`config.mk`:
```
export PLATFORM = sky130hd
export DESIGN_NAME = c_comment_extractor_flat
export DESIGN_NICKNAME = d
export VERILOG_FILES = /design/src/cce_pkg.sv /design/src/cce_if.sv /design/src/c_comment_extractor.sv /design/src/flat_wrapper.sv
export SDC_FILE = /design/constraint.sdc
export NUM_CORES = 1
export LEC_CHECK = 0
export CAP_MARGIN = 20
export CELL_PAD_IN_SITES_DETAIL_PLACEMENT = 0
export CELL_PAD_IN_SITES_GLOBAL_PLACEMENT = 1
export CORE_MARGIN = 4
export CORE_UTILIZATION = 49
export DETAILED_ROUTE_END_ITERATION = 7
export DONT_BUFFER_PORTS = 1
export PLACE_DENSITY_LB_ADDON = 0.3
export RECOVER_POWER = 50
export SLEW_MARGIN = 20
export SYNTH_ARGS = -nofsm -noshare
export SYNTH_HDL_FRONTEND = slang
export SYNTH_SLANG_ARGS = --single-unit
```
`constraint.sdc`:
```
create_clock -name clock -period 9.32 [get_ports clock]
set_input_delay 1.864 -clock clock [delete_from_list [all_inputs] [get_ports clock]]
set_output_delay 1.864 -clock clock [all_outputs]
set_load 0.1 [all_outputs]
```
`src/cce_pkg.sv`:
```
// Shared types and constants for the C comment extractor.
package cce_pkg;

   // Scan modes of the byte classifier.
   typedef enum logic [2:0] {
      MODE_NORMAL = 3'd0,
      MODE_SLASH  = 3'd1,
      MODE_LINE   = 3'd2,
      MODE_BLOCK  = 3'd3,
      MODE_SQUOTE = 3'd4,
      MODE_DQUOTE = 3'd5
   } scan_mode_type;

   // Kinds of reported comment.
   typedef logic [1:0] comment_kind_type;

   localparam comment_kind_type KIND_LINE         = 2'd0;
   localparam comment_kind_type KIND_BLOCK_ONE    = 2'd1;
   localparam comment_kind_type KIND_BLOCK_MULTI  = 2'd2;
   localparam comment_kind_type KIND_UNTERMINATED = 2'd3;

   // Width of the reported offsets and line numbers.
   localparam int OUT_BITS = 32;

   // Characters that steer the scan.
   localparam logic [7:0] CHAR_END       = 8'h00;
   localparam logic [7:0] CHAR_NEWLINE   = 8'h0A;
   localparam logic [7:0] CHAR_DQUOTE    = 8'h22;
   localparam logic [7:0] CHAR_SQUOTE    = 8'h27;
   localparam logic [7:0] CHAR_STAR      = 8'h2A;
   localparam logic [7:0] CHAR_SLASH     = 8'h2F;
   localparam logic [7:0] CHAR_BACKSLASH = 8'h5C;

endpackage

```
`src/cce_if.sv`:
```
// Valid/ready channel interfaces for source bytes and comment reports.
interface cce_req_if;
   logic       valid;
   logic       ready;
   logic [7:0] text_byte;

   modport source (output valid, output text_byte, input ready);
   modport sink   (input valid, input text_byte, output ready);
endinterface

interface cce_rsp_if;
   import cce_pkg::*;

   logic                  valid;
   logic                  ready;
   comment_kind_type      comment_kind;
   logic [OUT_BITS-1:0]   start_offset;
   logic [OUT_BITS-1:0]   end_offset;
   logic [OUT_BITS-1:0]   start_line;

   modport source (output valid, output comment_kind, output start_offset,
                   output end_offset, output start_line, input ready);
   modport sink   (input valid, input comment_kind, input start_offset,
                   input end_offset, input start_line, output ready);
endinterface

```
`src/c_comment_extractor.sv`:
```
// Top level of the C comment extractor: byte scanner and result register.
//
//   channel    direction  payload                                        
//   req_chan   in         text_byte (8 bits, zero ends the text)         
//   rsp_chan   out        comment_kind, start_offset, end_offset,        
//                         start_line (2/32/32/32 bits)                   
//
// One byte is taken per cycle while req_chan.ready is high; the scan state and the counters are updated
// in the cycle of the transaction, and any comment it closes appears on
// rsp_chan in the next cycle.
// The only limit on throughput is the single result register: a byte is
// taken whenever that register is empty or is being emptied in the same cycle.
// Reset is synchronous and active high; it clears the scan state, the
// counters and the result valid flag, and holds req_chan.ready low.
module c_comment_extractor #(
   parameter int COUNT_BITS = 32
) (
   input logic        clock,
   input logic        reset,
   cce_req_if.sink    req_chan,
   cce_rsp_if.source  rsp_chan
);
   import cce_pkg::*;

   // Counters are COUNT_BITS wide and wrap; the outputs carry their low
   // bits, zero-extended when the counters are narrower than the outputs.
   function automatic logic [OUT_BITS-1:0] to_out(input logic [COUNT_BITS-1:0] v);
      logic [63:0] wide;
      wide = 64'(v);
      return wide[OUT_BITS-1:0];
   endfunction

   // Scan state.
   scan_mode_type          mode_ff,       mode_in;
   logic                   escape_ff,     escape_in;
   logic                   star_ff,       star_in;
   logic                   newline_ff,    newline_in;
   logic [COUNT_BITS-1:0]  line_ff,       line_in;
   logic [COUNT_BITS-1:0]  pos_ff,        pos_in;
   logic [COUNT_BITS-1:0]  body_start_ff, body_start_in;
   logic [COUNT_BITS-1:0]  body_line_ff,  body_line_in;

   // Result register.
   logic                   rsp_valid_ff,  rsp_valid_in;
   comment_kind_type       kind_ff,       kind_in;
   logic [OUT_BITS-1:0]    start_ff,      start_in;
   logic [OUT_BITS-1:0]    end_ff,        end_in;
   logic [OUT_BITS-1:0]    sline_ff,      sline_in;

   logic                   accept;
   logic                   emit;
   comment_kind_type       emit_kind;
   logic [COUNT_BITS-1:0]  emit_end;
   logic [7:0]             c;

   assign c = req_chan.text_byte;

   // A byte may enter whenever the result register is free or is drained now.
   assign req_chan.ready = !reset && (!rsp_valid_ff || rsp_chan.ready);
   assign accept         = req_chan.valid && req_chan.ready;

   // Next scan mode.
   always_comb begin
      mode_in = mode_ff;
      if (c == CHAR_END) begin
         mode_in = MODE_NORMAL;
      end else begin
         case (mode_ff)
            MODE_LINE: begin
               if (c == CHAR_NEWLINE) mode_in = MODE_NORMAL;
            end
            MODE_BLOCK: begin
               if (c == CHAR_SLASH && star_ff) mode_in = MODE_NORMAL;
            end
            MODE_SQUOTE, MODE_DQUOTE: begin
               if (!escape_ff && c != CHAR_BACKSLASH &&
                   ((mode_ff == MODE_SQUOTE && c == CHAR_SQUOTE) ||
                    (mode_ff == MODE_DQUOTE && c == CHAR_DQUOTE)))
                  mode_in = MODE_NORMAL;
            end
            default: begin
               // Normal text, and a slash that is not followed by an opener
               // falls back to handling this byte as normal text.
               if (mode_ff == MODE_SLASH && c == CHAR_SLASH)
                  mode_in = MODE_LINE;
               else if (mode_ff == MODE_SLASH && c == CHAR_STAR)
                  mode_in = MODE_BLOCK;
               else if (c == CHAR_SLASH)
                  mode_in = MODE_SLASH;
               else if (c == CHAR_SQUOTE)
                  mode_in = MODE_SQUOTE;
               else if (c == CHAR_DQUOTE)
                  mode_in = MODE_DQUOTE;
               else
                  mode_in = MODE_NORMAL;
            end
         endcase
      end
   end

   // Counters, body bookkeeping and the reported comment.
   always_comb begin
      escape_in     = escape_ff;
      star_in       = star_ff;
      newline_in    = newline_ff;
      line_in       = line_ff;
      pos_in        = pos_ff + COUNT_BITS'(1);
      body_start_in = body_start_ff;
      body_line_in  = body_line_ff;
      emit          = 1'b0;
      emit_kind     = KIND_LINE;
      emit_end      = pos_ff - COUNT_BITS'(1);

      if (c == CHAR_END) begin
         // End of text: report an open comment or literal, then clear all.
         emit          = (mode_ff == MODE_LINE)   || (mode_ff == MODE_BLOCK) ||
                         (mode_ff == MODE_SQUOTE) || (mode_ff == MODE_DQUOTE);
         emit_kind     = KIND_UNTERMINATED;
         escape_in     = 1'b0;
         star_in       = 1'b0;
         newline_in    = 1'b0;
         line_in       = '0;
         pos_in        = '0;
         body_start_in = '0;
         body_line_in  = '0;
      end else begin
         case (mode_ff)
            MODE_LINE: begin
               if (c == CHAR_NEWLINE) begin
                  emit      = 1'b1;
                  emit_kind = KIND_LINE;
                  line_in   = line_ff + COUNT_BITS'(1);
               end
            end
            MODE_BLOCK: begin
               if (c == CHAR_SLASH && star_ff) begin
                  emit       = 1'b1;
                  emit_kind  = newline_ff ? KIND_BLOCK_MULTI : KIND_BLOCK_ONE;
                  emit_end   = pos_ff - COUNT_BITS'(2);
                  star_in    = 1'b0;
                  newline_in = 1'b0;
               end else begin
                  if (c == CHAR_NEWLINE) begin
                     line_in    = line_ff + COUNT_BITS'(1);
                     newline_in = 1'b1;
                  end
                  star_in = (c == CHAR_STAR);
               end
            end
            MODE_SQUOTE, MODE_DQUOTE: begin
               // An escaped newline still counts as a line.
               if (c == CHAR_NEWLINE) line_in = line_ff + COUNT_BITS'(1);
               if (escape_ff)
                  escape_in = 1'b0;
               else if (c == CHAR_BACKSLASH)
                  escape_in = 1'b1;
            end
            default: begin
               if ((mode_ff == MODE_SLASH &&
                    (c == CHAR_SLASH || c == CHAR_STAR)) ||
                   (mode_ff != MODE_SLASH &&
                    (c == CHAR_SQUOTE || c == CHAR_DQUOTE)) ||
                   (mode_ff == MODE_SLASH &&
                    (c == CHAR_SQUOTE || c == CHAR_DQUOTE))) begin
                  // A comment or literal body starts after this byte.
                  body_start_in = pos_ff + COUNT_BITS'(1);
                  body_line_in  = line_ff;
                  star_in       = 1'b0;
                  newline_in    = 1'b0;
                  escape_in     = 1'b0;
               end else if (c == CHAR_NEWLINE) begin
                  line_in = line_ff + COUNT_BITS'(1);
               end
            end
         endcase
      end

      // Result register: load on a new report, drop when taken.
      rsp_valid_in = rsp_valid_ff && !rsp_chan.ready;
      kind_in      = kind_ff;
      start_in     = start_ff;
      end_in       = end_ff;
      sline_in     = sline_ff;
      if (accept && emit) begin
         rsp_valid_in = 1'b1;
         kind_in      = emit_kind;
         start_in     = to_out(body_start_ff);
         end_in       = to_out(emit_end);
         sline_in     = to_out(body_line_ff);
      end
   end

   always_ff @(posedge clock) begin
      if (reset) begin
         mode_ff       <= MODE_NORMAL;
         escape_ff     <= 1'b0;
         star_ff       <= 1'b0;
         newline_ff    <= 1'b0;
         line_ff       <= '0;
         pos_ff        <= '0;
         body_start_ff <= '0;
         body_line_ff  <= '0;
         rsp_valid_ff  <= 1'b0;
      end else begin
         if (accept) begin
            mode_ff       <= mode_in;
            escape_ff     <= escape_in;
            star_ff       <= star_in;
            newline_ff    <= newline_in;
            line_ff       <= line_in;
            pos_ff        <= pos_in;
            body_start_ff <= body_start_in;
            body_line_ff  <= body_line_in;
         end
         rsp_valid_ff <= rsp_valid_in;
      end
   end

   // Payload of the result register needs no reset.
   always_ff @(posedge clock) begin
      kind_ff  <= kind_in;
      start_ff <= start_in;
      end_ff   <= end_in;
      sline_ff <= sline_in;
   end

   assign rsp_chan.valid        = rsp_valid_ff;
   assign rsp_chan.comment_kind = kind_ff;
   assign rsp_chan.start_offset = start_ff;
   assign rsp_chan.end_offset   = end_ff;
   assign rsp_chan.start_line   = sline_ff;

endmodule

```
`src/flat_wrapper.sv`:
```
// flat-port wrapper written by rule: the top's interface ports become plain ports
module c_comment_extractor_flat import cce_pkg::*;
#(
   parameter int COUNT_BITS = 32
)
  (clock, reset, req_chan_valid, req_chan_text_byte, req_chan_ready, rsp_chan_valid, rsp_chan_comment_kind, rsp_chan_start_offset, rsp_chan_end_offset, rsp_chan_start_line, rsp_chan_ready);
  cce_req_if req_chan_i ();
  cce_rsp_if rsp_chan_i ();
  input logic clock;
  input logic reset;
  input wire logic [$bits(req_chan_i.valid)-1:0] req_chan_valid;
  input wire logic [$bits(req_chan_i.text_byte)-1:0] req_chan_text_byte;
  output wire logic [$bits(req_chan_i.ready)-1:0] req_chan_ready;
  output wire logic [$bits(rsp_chan_i.valid)-1:0] rsp_chan_valid;
  output wire logic [$bits(rsp_chan_i.comment_kind)-1:0] rsp_chan_comment_kind;
  output wire logic [$bits(rsp_chan_i.start_offset)-1:0] rsp_chan_start_offset;
  output wire logic [$bits(rsp_chan_i.end_offset)-1:0] rsp_chan_end_offset;
  output wire logic [$bits(rsp_chan_i.start_line)-1:0] rsp_chan_start_line;
  input wire logic [$bits(rsp_chan_i.ready)-1:0] rsp_chan_ready;
  assign req_chan_i.valid = req_chan_valid;
  assign req_chan_i.text_byte = req_chan_text_byte;
  assign req_chan_ready = req_chan_i.ready;
  assign rsp_chan_valid = rsp_chan_i.valid;
  assign rsp_chan_comment_kind = rsp_chan_i.comment_kind;
  assign rsp_chan_start_offset = rsp_chan_i.start_offset;
  assign rsp_chan_end_offset = rsp_chan_i.end_offset;
  assign rsp_chan_start_line = rsp_chan_i.start_line;
  assign rsp_chan_i.ready = rsp_chan_ready;
  c_comment_extractor #(.COUNT_BITS(COUNT_BITS)) u_core (.clock(clock), .reset(reset), .req_chan(req_chan_i), .rsp_chan(rsp_chan_i));
endmodule
```
==> run_results.csv, run 1 <==
group,metric,value,unit
run_status,status,"finished, violations left",
run_status,violations,"max-capacitance violations, max-slew violations",
timing,worst_slew_pin_slew,1.62,ns
worst_setup_path,critical_path_class,"in -> reg",
yosys,yosysSeqAreaShare,56.1,%
timing,final.setup.tns,0,ns
yosys,synth_edf_count,98,
flow_run,cap_violations,1,
cells_and_area,multi_input_comb_area,4020,sq um
floorplan,rows,52,
cells_and_area,seqCellArea,5650,sq um
placed_design,portBuffers,0,
grt,grt_use_total,19.7,%
pwr,p_clk_share,42.7,%
clocking,clkTransAtPathRegs,0.06,ns
placed_design,post_dp_cell_area,10100,sq um
cells_and_area,diodes,0,
clocking,htreeDepth,1,
route,postRouteAntennaNets,0,
route,vias,7219,
worst_setup_path,worst-endpoint-arrival,5.10,ns
yosys,synth.mux.area_fraction,0.796,%
yosys,synth_top_area_cell,"edfxtp_1",
placed_design,dp_hpwl,15.1,mm
cells_and_area,num-fill-cells,1848,
timing,finalCritPeriodShare,53.4,%
grt,grt_overflow,0,
yosys,postSynthNetCount,1026,
pwr,finalPower,0.00221,W
cells_and_area,design_area,10900,sq um
clocking,clock_sinks,233,
yosys,synth_fa_ha_area_share,0.622,%
timing,max_slew_margin,-8.48,%
floorplan,die_area,22900,sq um
worst_setup_path,end_kind,"register",
timing,rsz0062_at_grt,"false",
timing,layout_min_cycle_time,4.97,ns
yosys,ys_ff_latch,233,
route,detail_route.first_pass.iterations,5,
clocking,ctsResizeCount,0,
floorplan,die_w,151,um
clocking,hold_buffers,0,
yosys,synth_top_family_by_area,"simple AND/OR/NAND/NOR gates",
route,viasPerCell,5.77,
timing,fin_worst_skew,0.00982,ns
clocking,clkLatencyLatePin,0.51,ns
cells_and_area,synthToLayoutAreaGrowth,8.32,%
clocking,post_cts_buffers,0,
grt,antenna_found_initial,0,
cells_and_area,drive_above_1_share,5.50,%
grt,grt_pass1_wl,36.1,mm
pwr,peakVddDrop,0.131,mV
yosys,synth_cell_type_count,52,
timing,max_freq,201,MHz
yosys,synth_flop_cell,"dfxtp_1",
pwr,powerDensity,203,nW/um^2
pwr,p_seq_share,49.1,%
clocking,clock_path_buffers,3,
clocking,cts_root_buf,"clkbuf_16",
yosys,syn_area,10100,sq um
grt,grt_max_degree,85,
yosys,ys_warn_count,0,
cells_and_area,nNetsFinal,980,
yosys,synth_top_area_share,29.2,%
timing,finalHoldViolations,0,
route,wire_per_inst,18.5,um
yosys,synth_compound_area_share,10.5,%
floorplan,ioPinCount,112,
worst_setup_path,required,9.45,ns
yosys,syn_area_per_cell,9.97,sq um
placed_design,dp.cells,1207,
grt,grt_pass1_vias,6494,
pwr,combPwrFrac,8.2,%
clocking,cts_tree,"yes",
worst_setup_path,cp-start-kind,"primary input",
yosys,ys_top_cells_by_count,"135 x dfxtp_1, 98 x edfxtp_1, 98 x nand3_1, 83 x nand2_1, 73 x a21oi_1",
worst_setup_path,critPathMaxFanout,63,
cells_and_area,fin_cells,1251,
timing,fin_hold_ws,0.425,ns
timing,setup_violations,0,
placed_design,routabilityCongestion,0.808,
yosys,synth.most_common_cell,"dfxtp_1",
route,route.detailed.drc,0,
route,finalWirelength,23.1,mm
pwr,switchingPower,0.000502,W
yosys,synth-simple-area-share,21.6,%
floorplan,die_h,151,um
pwr,p_leak,3.58,nW
timing,drv_slew,20,
floorplan,start_util,49.7,%
route,drt_first_iter_violations,551,
floorplan,coreArea,20200,sq um
yosys,synthCells,1009,
yosys,synthXorXnorAreaFrac,6.44,%
clocking,cts_buffers,24,
yosys,synth_async_sr_flop_share,0,%
yosys,ys_top_cells_by_area,"edfxtp_1 29%, dfxtp_1 27%, nand3_1 4.9%",
pwr,swShare,22.7,%
pwr,internal-power,0.00171,W
worst_hold_path,hold_path.class,"reg -> reg",
[flip-flops by register name (all words and copies together) (netlist names)]
register	flops
u_core.rsp_chan.valid	1
u_core.mode_ff	3
u_core.star_ff	1
u_core.rsp_chan.start_line	32
u_core.pos_ff	32
u_core.line_ff	32
u_core.escape_ff	1
u_core.body_line_ff	32
u_core.rsp_chan.end_offset	32
u_core.body_start_ff	32
u_core.newline_ff	1
u_core.rsp_chan.start_offset	32
u_core.rsp_chan.comment_kind	2
[final timing paths]
path	cells after the start	from	endpoint	slack, ns
max	5	req_chan_text_byte[4]	u_core.rsp_chan.start_line[7]	4.35
min	0	u_core.body_start_ff[0]	u_core.rsp_chan.start_offset[0]	0.43
max reg2reg	5	u_core.mode_ff[1]	u_core.rsp_chan.start_line[7]	5.16
min reg2reg	0	u_core.body_start_ff[0]	u_core.rsp_chan.start_offset[0]	0.43
[worst max-delay path, cell delays in order]
cell    delay, ns
or2_0        0.29
nor4_1       1.08
nor2_1       0.20
nor2_4       0.82
buf_4        0.78
[routing by layer]
metal	part of all wire, %	global-route usage [%]	wire, um	vias up
met2	42	28.3	9710	205
met3	7.0	4.67	1610	24
li1	-	-	-	3576
met5	0	0	0	-
met1	50	30.2	11400	3414
met4	1.4	4.13	329	0
[logic make-up (layout without fill, tap and decap cells)]
group,after synthesis,in the layout
AOI/OAI and AO/OA,186,186
and+or+nand+nor,406,406
xor gates and xnor gates,74,74
adders and majority gates,5,5
DFF,233,233
buffers and inverters,97,69
muxes,8,8
[cell usage in the layout, fill, tap and decap left out, drive strengths merged, types with 12 or more instances in the layout]
| master | netlist | routed |
|---|---|---|
| o21ai | 68 | 68 |
| edfxtp | 98 | 98 |
| clkbuf | 61 | 36 |
| or3 | 26 | 26 |
| or4 | 16 | 16 |
| and3 | 13 | 13 |
| xor2 | 27 | 27 |
| o31ai | 12 | 12 |
| a21oi | 73 | 73 |
| dfxtp | 135 | 135 |
| nor3 | 31 | 31 |
| xnor2 | 47 | 47 |
| nand2b | 12 | 12 |
| nand3 | 98 | 98 |
| nor4 | 25 | 25 |
| nand4 | 17 | 17 |
| nand2 | 83 | 83 |
| nor2 | 44 | 44 |
| inv | 17 | 17 |
[power groups by stage]
stage / clock network [W] / registers (W) / logic (W)
floorplan: 0 / 0.00111 / 0.000142
global placement: 0 / 0.00111 / 0.000183
detailed placement: 0 / 0.00111 / 0.000180
CTS: 0.000964 / 0.00109 / 0.000184
global route: 0.00101 / 0.00109 / 0.000199
finish: 0.000944 / 0.00109 / 0.000181
[metrics by stage]
| step | utilization [%] | worst slack, ns |
|---|---|---|
| 2_1_floorplan | - | 1.79 |
| 5_1_grt | 53.9 | 3.92 |
| 6_report | 53.9 | 4.35 |
| 3_5_place_dp | 50.2 | 4.22 |
| 3_3_place_gp | 50.2 | 4.27 |
| 4_1_cts | 54.0 | 4.50 |
[final cells by class]
class                           instances  area share, %
Clock inverter                         10          0.907
Sequential cell                       233           51.8
Clock buffer                           34           6.23
Tap cell                              270           3.10
Timing Repair Buffer                    8          0.482
Multi-Input combinational cell        679           36.9
Inverter                               17          0.585
Note: power is estimated with default switching activity, not from simulation.
==> run 2: changes to the inputs <==
- clock period: 9.32 -> 5.05 ns (I/O delays scaled with it)
==> run_results.csv, run 2 (synthesis gave the netlist of run 1 again) <==
group,metric,value,unit
timing,rsz0062_at_grt,"false",
worst_setup_path,critPathMaxFanout,43,
placed_design,dp.cells,1209,
route,postRouteAntennaNets,0,
grt,grt_pass1_vias,6585,
worst_setup_path,critical_path.cell_chain,"nand2b_1 -> nand2_1 -> clkbuf_1 -> nor2_4 -> clkbuf_2",
route,detail_route.first_pass.iterations,5,
clocking,hold_buffers,0,
clocking,clock_sinks,233,
worst_setup_path,slowest_stage,"dfxtp_1",
worst_setup_path,crit_path_max_incr_delay,0.96,ns
grt,grt_max_degree,85,
clocking,cts_buffers,25,
clocking,clock_path_buffers,3,
placed_design,dp_hpwl,15.0,mm
worst_setup_path,cp.depth,5,
worst_setup_path,critPathTopFamily,"buffers and inverters",
grt,use_met1,31.2,%
worst_setup_path,worst-endpoint-arrival,3.62,ns
grt,met2_usage,28.9,%
floorplan,die_w,151,um
clocking,clkTransAtPathRegs,0.06,ns
grt,grt_pass1_wl,36.8,mm
flow_run,cap_violations,0,
pwr,peakVddDrop,0.221,mV
floorplan,coreArea,20200,sq um
grt,grt_use_total,20.0,%
floorplan,rows,52,
timing,max_freq,279,MHz
timing,layout_min_cycle_time,3.59,ns
placed_design,portBuffers,0,
clocking,htreeDepth,1,
floorplan,start_util,49.7,%
grt,top_usage_layer,"met1",
clocking,clkLatencyLatePin,0.51,ns
route,route.detailed.drc,0,
cells_and_area,final_common_cell,"dfxtp_1",
cells_and_area,drive_above_1_share,6.30,%
timing,fin_worst_skew,0.00948,ns
cells_and_area,fin_cells,1254,
route,viasPerCell,5.74,
clocking,ctsResizeCount,0,
cells_and_area,fin_util,54.2,%
floorplan,ioPinCount,112,
worst_setup_path,ff2ff_path_depth,5,
floorplan,die_h,151,um
pwr,finalPower,0.00414,W
worst_setup_path,critical_path_class,"reg -> reg",
cells_and_area,final_cell_mix,"135 x dfxtp_1, 98 x nand3_1, 98 x edfxtp_1",
placed_design,routabilityCongestion,0.832,
timing,setup_violations,0,
route,finalWirelength,23.1,mm
pwr,powerDensity,378,nW/um^2
worst_hold_path,hold_path.class,"reg -> reg",
route,drt_first_iter_violations,564,
worst_setup_path,path_buf_inv,2,
floorplan,die_area,22900,sq um
pwr,p_leak,3.60,nW
cells_and_area,diodes,0,
timing,final.setup.tns,0,ns
grt,antenna_found_initial,0,
route,vias,7197,
run_status,status,"finished, final reports clean",
placed_design,place_ws,1.71,ns
grt,grt_overflow,0,
clocking,cts_root_buf,"clkbuf_16",
timing,worst_slew_pin_slew,1.23,ns
grt,gr-usage-met3,4.10,%
clocking,post_cts_buffers,0,
cells_and_area,synthToLayoutAreaGrowth,9.00,%
worst_setup_path,cp-start-kind,"register",
timing,finalCritPeriodShare,71.1,%
timing,finalHoldViolations,0,
route,wire_per_inst,18.5,um
worst_hold_path,min_path_cells,0,
clocking,cts_tree,"yes",
timing,drv_slew,0,
cells_and_area,nNetsFinal,983,
worst_setup_path,end_kind,"register",
timing,fin_ws,1.46,ns
timing,max_slew_margin,17.7,%
worst_setup_path,required,5.08,ns
## run 2: layout make-up
class                   instances  area [sq um]
clock buffers                  31           688
multi-input cells             679          4040
repair buffers                 10          61.3
clock inverters                14           133
well taps                     270           338
flip-flops and latches        233          5650
fillers                      1811          9270
inverters                      17          63.8
## run 2: path summary, 6_finish.rpt
kind | from | to | slack, ns
max | u_core.rsp_chan.valid | u_core.rsp_chan.start_offset[16] | 1.46
min reg2reg | u_core.body_start_ff[26] | u_core.rsp_chan.start_offset[26] | 0.43
max reg2reg | u_core.rsp_chan.valid | u_core.rsp_chan.start_offset[16] | 1.46
min | u_core.body_start_ff[26] | u_core.rsp_chan.start_offset[26] | 0.43
## run 2: stage by stage
step,hold WS [ns],cell area [sq um]
3_5_place_dp,0.415,10200
2_1_floorplan,0.400,10100
3_3_place_gp,0.414,10200
6_report,0.426,11000
5_1_grt,0.443,11000
4_1_cts,0.429,11000
## run 2: per-layer routing
| metal | vias up | part of all wire [%] |
|---|---|---|
| met4 | 0 | 1.3 |
| met3 | 28 | 5.8 |
| li1 | 3580 | - |
| met1 | 3410 | 51 |
| met2 | 179 | 42 |
| met5 | - | 0 |
## run 2: where the power goes
| part | switching (W) | total [W] | internal (W) |
|---|---|---|---|
| registers | 0.0000131 | 0.00201 | 0.00199 |
| logic | 0.000211 | 0.000335 | 0.000124 |
| clock network | 0.000732 | 0.00180 | 0.00107 |
| total | 0.000956 | 0.00414 | 0.00319 |
